**src/rtl/nsf_pkg.sv**
```systemverilog
// ----------------------------------------------------------------------------
// nsf_pkg
// Shared types and constants of the NMEA sentence framer: frame phases,
// result codes, special characters, sentence names and the result record.
// ----------------------------------------------------------------------------
package nsf_pkg;

	// default counter limits
	localparam int DEF_MAX_FIELDS = 32;
	localparam int DEF_MAX_CHARS  = 16;

	// first-field bytes that take part in the sentence type check
	localparam int NAME_LEN  = 6;
	localparam int FF_KEEP   = NAME_LEN + 1;

	// special characters
	localparam logic [7:0] CH_DOLLAR = 8'h24;
	localparam logic [7:0] CH_COMMA  = 8'h2C;
	localparam logic [7:0] CH_STAR   = 8'h2A;
	localparam logic [7:0] CH_CR     = 8'h0D;

	// sentence names, first character in the top byte
	localparam logic [8*NAME_LEN-1:0] NAME_RMC = "$GPRMC";
	localparam logic [8*NAME_LEN-1:0] NAME_GGA = "$GPGGA";

	typedef enum logic [1:0] {
		PH_HUNT = 2'd0,
		PH_BODY = 2'd1,
		PH_CSUM = 2'd2,
		PH_PROC = 2'd3
	} phase_t;

	typedef enum logic [2:0] {
		RES_PEND  = 3'd0,
		RES_RMC   = 3'd1,
		RES_GGA   = 3'd2,
		RES_OTHER = 3'd3,
		RES_OVF   = 3'd4
	} res_code_t;

	// one result request
	typedef struct packed {
		res_code_t   code;
		logic        bad;
		phase_t      phase;
		logic [7:0]  csum;
	} res_t;

endpackage

```
**src/rtl/nsf_frame_core.sv**
```systemverilog
// ----------------------------------------------------------------------------
// nsf_frame_core
// Frame state of the sentence framer: phase, field and character counters,
// running checksum, received checksum digits and the first-field store.
// Gives the result of the byte on the input as it is accepted.
// ----------------------------------------------------------------------------
module nsf_frame_core import nsf_pkg::*; #(
	parameter int MAX_FIELDS = DEF_MAX_FIELDS,
	parameter int MAX_CHARS  = DEF_MAX_CHARS
) (
	input  logic        clk,
	input  logic        arst_n,
	input  logic        accept,
	input  logic [7:0]  rx_byte,
	output res_t        res
);

	localparam int FC_W = $clog2(MAX_FIELDS);
	localparam int CP_W = $clog2(MAX_CHARS);

	phase_t            ph_q, ph_d;
	logic [FC_W-1:0]   fc_q, fc_d;
	logic [CP_W-1:0]   cp_q, cp_d;
	logic [7:0]        xs_q, xs_d;
	logic [7:0]        cs_q [2];
	logic [7:0]        cs_d [2];
	logic [7:0]        ff_q [FF_KEEP];
	logic [7:0]        ff_d [FF_KEEP];
	logic              err_q, err_d;
	logic              limit;
	res_code_t         code;

	// ascii hex digit to nibble, anything else reads as zero
	function automatic logic [3:0] hex_value(input logic [7:0] c);
		logic [3:0] v;
		v = 4'd0;
		if (c >= 8'h30 && c <= 8'h39) v = c[3:0];
		else if ((c >= 8'h41 && c <= 8'h46) || (c >= 8'h61 && c <= 8'h66))
			v = 4'(c[2:0] + 3'd1) + 4'd8;
		return v;
	endfunction

	// first field equals a name, with the byte after it empty
	function automatic logic name_match(input logic [7:0] ff [FF_KEEP],
	                                    input logic [8*NAME_LEN-1:0] name);
		logic m;
		m = (ff[NAME_LEN] == 8'd0);
		for (int i = 0; i < NAME_LEN; i++)
			if (ff[i] != name[8*(NAME_LEN-i)-1 -: 8]) m = 1'b0;
		return m;
	endfunction

	assign limit = (fc_q == FC_W'(MAX_FIELDS - 1)) || (cp_q == CP_W'(MAX_CHARS - 1));

	// next phase
	always_comb begin
		ph_d = ph_q;
		if (limit) begin
			ph_d = PH_HUNT;
		end else begin
			case (ph_q)
				PH_HUNT: if (rx_byte == CH_DOLLAR) ph_d = PH_BODY;
				PH_BODY: if (rx_byte == CH_STAR) ph_d = PH_CSUM;
				PH_CSUM: if (rx_byte == CH_CR) ph_d = PH_PROC;
				PH_PROC: ph_d = PH_HUNT;
				default: ph_d = PH_HUNT;
			endcase
		end
	end

	// counters, checksum, stores and result code
	always_comb begin
		logic       keep;
		logic       restart;
		logic [7:0] rx_sum;
		keep    = 1'b0;
		restart = 1'b0;
		rx_sum  = {hex_value(cs_q[0]), hex_value(cs_q[1])};
		fc_d    = fc_q;
		cp_d    = cp_q;
		xs_d    = xs_q;
		cs_d    = cs_q;
		ff_d    = ff_q;
		err_d   = err_q;
		code    = RES_PEND;
		if (limit) begin
			code    = RES_OVF;
			restart = 1'b1;
		end else begin
			case (ph_q)
				PH_HUNT: begin
					if (rx_byte == CH_DOLLAR) begin
						keep = 1'b1;
						xs_d = 8'd0;
					end
				end
				PH_BODY: begin
					if (rx_byte == CH_COMMA) begin
						fc_d = fc_q + FC_W'(1);
						cp_d = '0;
						xs_d = xs_q ^ rx_byte;
					end else if (rx_byte == CH_STAR) begin
						fc_d = fc_q + FC_W'(1);
						cp_d = '0;
					end else begin
						xs_d = xs_q ^ rx_byte;
						keep = 1'b1;
					end
				end
				PH_CSUM: begin
					if (cp_q == CP_W'(0)) begin
						cs_d[0] = rx_byte;
						cp_d    = cp_q + CP_W'(1);
					end else if (cp_q == CP_W'(1)) begin
						cs_d[1] = rx_byte;
						cp_d    = cp_q + CP_W'(1);
					end
				end
				PH_PROC: begin
					if (rx_sum != xs_q) begin
						err_d = 1'b1;
					end else begin
						err_d = 1'b0;
						if (name_match(ff_q, NAME_RMC)) code = RES_RMC;
						else if (name_match(ff_q, NAME_GGA)) code = RES_GGA;
						else code = RES_OTHER;
					end
					restart = 1'b1;
				end
				default: restart = 1'b1;
			endcase
		end
		// keep a first-field character
		if (keep) begin
			if (fc_q == '0) begin
				for (int i = 0; i < FF_KEEP; i++)
					if (cp_q == CP_W'(i)) ff_d[i] = rx_byte;
			end
			cp_d = cp_q + CP_W'(1);
		end
		// restart clears everything but the error flag
		if (restart) begin
			fc_d = '0;
			cp_d = '0;
			xs_d = 8'd0;
			for (int i = 0; i < 2; i++) cs_d[i] = 8'd0;
			for (int i = 0; i < FF_KEEP; i++) ff_d[i] = 8'd0;
		end
	end

	// frame state registers
	always_ff @(posedge clk or negedge arst_n) begin
		if (!arst_n) begin
			ph_q  <= PH_HUNT;
			fc_q  <= '0;
			cp_q  <= '0;
			xs_q  <= 8'd0;
			err_q <= 1'b0;
			for (int i = 0; i < 2; i++) cs_q[i] <= 8'd0;
			for (int i = 0; i < FF_KEEP; i++) ff_q[i] <= 8'd0;
		end else if (accept) begin
			ph_q  <= ph_d;
			fc_q  <= fc_d;
			cp_q  <= cp_d;
			xs_q  <= xs_d;
			err_q <= err_d;
			cs_q  <= cs_d;
			ff_q  <= ff_d;
		end
	end

	// result of the byte being accepted
	assign res.code  = code;
	assign res.bad   = err_d;
	assign res.phase = ph_d;
	assign res.csum  = xs_d;

endmodule

```
**src/rtl/nsf_out_reg.sv**
```systemverilog
// ----------------------------------------------------------------------------
// nsf_out_reg
// Result register with valid and stall: takes a new result whenever the held
// one is gone or leaves in the same cycle.
// ----------------------------------------------------------------------------
module nsf_out_reg import nsf_pkg::*; (
	input  logic  clk,
	input  logic  arst_n,
	input  logic  in_valid,
	output logic  in_stall,
	output logic  accept,
	input  res_t  res_in,
	output logic  out_valid,
	input  logic  out_stall,
	output res_t  res_out
);

	logic valid_q;
	res_t data_q;

	// hold off the source only while a result waits on a stalled sink
	assign in_stall = valid_q && out_stall;
	assign accept   = in_valid && !in_stall;

	// valid flag
	always_ff @(posedge clk or negedge arst_n) begin
		if (!arst_n) begin
			valid_q <= 1'b0;
		end else if (accept) begin
			valid_q <= 1'b1;
		end else if (!out_stall) begin
			valid_q <= 1'b0;
		end
	end

	// result payload
	always_ff @(posedge clk) begin
		if (accept) begin
			data_q <= res_in;
		end
	end

	assign out_valid = valid_q;
	assign res_out   = data_q;

endmodule

```
**src/rtl/nmea_sentence_framer.sv**
```systemverilog
// ----------------------------------------------------------------------------
// nmea_sentence_framer
// Frames NMEA sentences from received bytes, checks the XOR checksum and
// reports the sentence type, a held checksum error flag and counter overflow.
// ----------------------------------------------------------------------------
// the result of a byte is registered as the byte is taken and valid in the cycle after
// throughput: one byte per cycle while no held result is stalled, set by the single result register
// in_stall is high only while a result is held and out_stall is high
// reset (arst_n low): frame in hunt, counters, checksum, stores and error flag
// cleared, no result pending
module nmea_sentence_framer import nsf_pkg::*; #(
	parameter int MAX_FIELDS = DEF_MAX_FIELDS,
	parameter int MAX_CHARS  = DEF_MAX_CHARS
) (
	input  logic        clk,
	input  logic        arst_n,
	input  logic        in_valid,
	output logic        in_stall,
	input  logic [7:0]  rx_byte,
	output logic        out_valid,
	input  logic        out_stall,
	output logic [2:0]  result_code,
	output logic        bad_checksum,
	output logic [1:0]  frame_phase,
	output logic [7:0]  running_checksum
);

	logic accept;
	res_t res_next;
	res_t res_held;

	// frame state and next result
	nsf_frame_core #(
		.MAX_FIELDS (MAX_FIELDS),
		.MAX_CHARS  (MAX_CHARS)
	) u_core (
		.clk     (clk),
		.arst_n  (arst_n),
		.accept  (accept),
		.rx_byte (rx_byte),
		.res     (res_next)
	);

	// result register
	nsf_out_reg u_out (
		.clk       (clk),
		.arst_n    (arst_n),
		.in_valid  (in_valid),
		.in_stall  (in_stall),
		.accept    (accept),
		.res_in    (res_next),
		.out_valid (out_valid),
		.out_stall (out_stall),
		.res_out   (res_held)
	);

	// result fields
	assign result_code      = res_held.code;
	assign bad_checksum     = res_held.bad;
	assign frame_phase      = res_held.phase;
	assign running_checksum = res_held.csum;

endmodule
```
**config.mk**
```make
export PLATFORM = sky130hd
export DESIGN_NAME = nmea_sentence_framer
export DESIGN_NICKNAME = d
export VERILOG_FILES = /design/src/rtl/nsf_pkg.sv /design/src/rtl/nsf_frame_core.sv /design/src/rtl/nsf_out_reg.sv /design/src/rtl/nmea_sentence_framer.sv
export SDC_FILE = /design/constraint.sdc
export NUM_CORES = 1
export LEC_CHECK = 0
export BUFFER_PORTS_ARGS = -buffer_cell sky130_fd_sc_hd__buf_2
export CAP_MARGIN = 10
export CORE_MARGIN = 2
export CORE_UTILIZATION = 35
export DETAILED_ROUTE_END_ITERATION = 10
export GPL_TIMING_DRIVEN = 0
export PLACE_DENSITY = 0.58
export SYNTH_ARGS = -nofsm -noshare
export SYNTH_HDL_FRONTEND = slang
export SYNTH_SLANG_ARGS = --single-unit
```
**constraint.sdc**
```tcl
create_clock -name clk -period 2.55 [get_ports clk]
set_input_delay 0.255 -clock clk [delete_from_list [all_inputs] [get_ports clk]]
set_output_delay 0.255 -clock clk [all_outputs]
set_load 0.02 [all_outputs]
```
==> flow_metrics.tcl <==
set metrics [dict create \
    period_share 0.999 \
    cts_tree "yes" \
    yosys.area_share.simple 0.210 \
    crit_fanout 4 \
    ys_ff_latch 107 \
    hold_slack_ns 0.111 \
    die_x_um 129 \
    placed_area_um2 5830 \
    cts_max_level 3 \
    worst_slew_pin_slew_ns 0.684 \
    critPathLaunchType "flip-flop" \
    synth_compound_area_frac 0.159 \
    core_area_um2 15200 \
    drive_gt1_frac 0.232 \
    multi_input_area_um2 2640 \
    vias 4250 \
    clk_latency_ns 0.35 \
    synth_top_family_by_area "simple AND/OR/NAND/NOR gates" \
    drt_iter0_drc 410 \
    cts_sinks 107 \
    clockRootBuffer "clkbuf_16" \
    io_buffer_count 26 \
    ant_nets 0 \
    areaGrowthSynthToFinish_pct 17.9 \
    die-area_um2 16500 \
    cap_violations 0 \
    remaining_drc_errors 0 \
    core.rowCount 45 \
    setup_tns_ns 0 \
    stdcell_area_um2 6400 \
    fin_cells 775 \
    pwr_density_cell_nw_per_um2 938 \
    vias_per_cell 5.48 \
    status "finished clean" \
    cts_buffers 9 \
    start_util 0.357 \
    syn-cell-area_um2 5430 \
    layout_common_cells "dfrtp_1, nand3_1, o21ai_0" \
    final_common_cell "dfrtp_1" \
    p_leak_nw 2.75 \
    regArea_um2 2750 \
    die_h_um 129 \
    path_clk_slew_ns 0.07 \
    synth_edf_count 14 \
    required_ns 2.65 \
    first_pass_iters 5 \
    syn_nets 562 \
    fin_skew_ns 0.00674 \
    max-vdd-ir-drop_mv 0.340 \
    slew_viol_final 0 \
    dp_hpwl_mm 9.11 \
    synthXorXnorAreaFrac 0.0258 \
    synth_flop_cell "dfrtp_1" \
    synthAdderAreaFrac 0.0415 \
    wire_per_inst_um 17.5 \
    hold_violations 0 \
    dp_cells 747 \
    max_freq_mhz 393 \
    grt_first_pass_wirelength_mm 22.3 \
    fill_cells 1461 \
    grtUsageTotal 0.172 \
    clockBufferDepth 2 \
    finalCriticalPeriod_ns 2.55 \
    slew_headroom 0.540 \
    grt_max_degree 74 \
    seq_area_frac_synth 0.506 \
    finalNetCount 612 \
    rsz0062_at_grt "true" \
    io_pins 28 \
    antenna_found_initial 0 \
    hp-class "input pin to flip-flop" \
    place.gp.congestion 0.821 \
    synth-async-reset-ratio 0.869 \
    criticalPathCategory "flip-flop to flip-flop" \
    syn-instance-count 532 \
    setup_viol 0 \
    finalWirelength_mm 13.6 \
    diodes 0 \
    postLayoutCoreUtil 0.421 \
    ys_warn_count 0 \
    postSynthAreaPerCell_um2 10.2 \
    synth_cell_types 66 \
    synthMuxAreaShare 0.0184 \
    endpoint_kind "flip-flop" \
    overflow 0 \
    cp.arrival_ns 2.65 \
    grt_pass1_vias 4255 \
]
## kinds of logic after synthesis
kind of cell	after synthesis
compound gates	135
xor+xnor	16
fa+ha+maj	18
buf+inv	48
flops	107
mux	8
simple gates	200
## cell type report
| cell class | count | share of cell area |
|---|---|---|
| Sequential cell | 107 | 0.430 |
| Multi-Input combinational cell | 377 | 0.412 |
| Timing Repair Buffer | 40 | 0.0406 |
| Tap cell | 188 | 0.0367 |
| Clock buffer | 9 | 0.0352 |
| Buffer | 22 | 0.0199 |
| Inverter | 25 | 0.0147 |
| Clock inverter | 7 | 0.0113 |
## worst max-delay path: stages, from the launching register on
cell and delay, ns:
dfrtp_1 0.40, or4b_4 0.57, a311oi_4 0.29, buf_4 0.19, a31oi_4 0.04, xnor2_2 0.14, nor3_1 0.17, nand4_1 0.27
nor2b_4 0.22
## state kept, by name, summed over array words and instances, names as in the netlist
| name | count |
|---|---|
| u_core.cs_q | 16 |
| u_out.out_valid | 1 |
| u_core.ph_q | 2 |
| u_core.err_q | 1 |
| u_core.cp_q | 4 |
| u_out.res_out | 14 |
| u_core.fc_q | 5 |
| u_core.ff_q | 56 |
| u_core.xs_q | 8 |
## through the flow
step,setup WS (ns),power [mW]
detailed placement,-0.894,4.36
global route,-0.0967,6.41
global placement,-0.837,4.26
CTS,0.00139,5.85
floorplan,0.0776,3.88
finish,0.00298,6.01
## synthesized netlist by cell type (5+ instances only)
cell / instances / area share
o21ai_2: 12 / 0.019
edfxtp_1: 14 / 0.077
nor4b_1: 9 / 0.015
o21ai_1: 24 / 0.022
nand2_1: 38 / 0.026
dfrtp_1: 93 / 0.43
a22oi_1: 5 / 0.0069
nand2b_1: 7 / 0.0081
nor2_1: 24 / 0.017
inv_1: 25 / 0.017
nand4_1: 7 / 0.0081
o21ai_0: 54 / 0.050
nor3_1: 6 / 0.0055
ha_1: 18 / 0.041
mux2_2: 6 / 0.012
xnor2_1: 12 / 0.019
nand3_1: 69 / 0.064
clkbuf_1: 11 / 0.0076
buf_1: 5 / 0.0035
nand2_4: 5 / 0.010
a21oi_1: 7 / 0.0064
## final timing paths
path | startpoint | end | slack (ns) | depth (start not counted)
worst min-delay path | in_valid | u_out.out_valid$_DFFE_PN0P_ | 0.11 | 2
min in group asynchronous | arst_n | u_core.fc_q[1]$_DFFE_PN0P_ | 0.34 | 2
worst max-delay path | u_core.cs_q[15]$_DFFE_PN0P_ | u_out.res_out[10]$_DFFE_PP_ | 0.003 | 8
max in group asynchronous | arst_n | u_core.cs_q[11]$_DFFE_PN0P_ | 1.53 | 3
worst max register to register | u_core.cs_q[15]$_DFFE_PN0P_ | u_out.res_out[10]$_DFFE_PP_ | 0.003 | 8
worst min register to register | u_core.cs_q[13]$_DFFE_PN0P_ | u_core.cs_q[13]$_DFFE_PN0P_ | 0.49 | 2
## power by group
part	switching [mW]	total, mW	internal [mW]
registers	0.398	2.63	2.24
logic	1.08	1.95	0.868
clock network	0.657	1.43	0.770
## timing repair
item	4_1_cts	5_1_grt
endpoints found under the setup margin	90	83
hold buffers	1	0
gates resized for setup	22	23
setup buffers	4	8
pin swaps	4	5
hold endpoints to repair	20	0
## layer usage
metal	GRT usage	up-vias	wire, um
li1	-	2051	-
met1	0.230	2095	6200
met2	0.282	87	6600
met3	0.0274	17	516
met4	0.0678	0	248
met5	0	-	0
No activity file was read; power rests on OpenSTA's default activity.
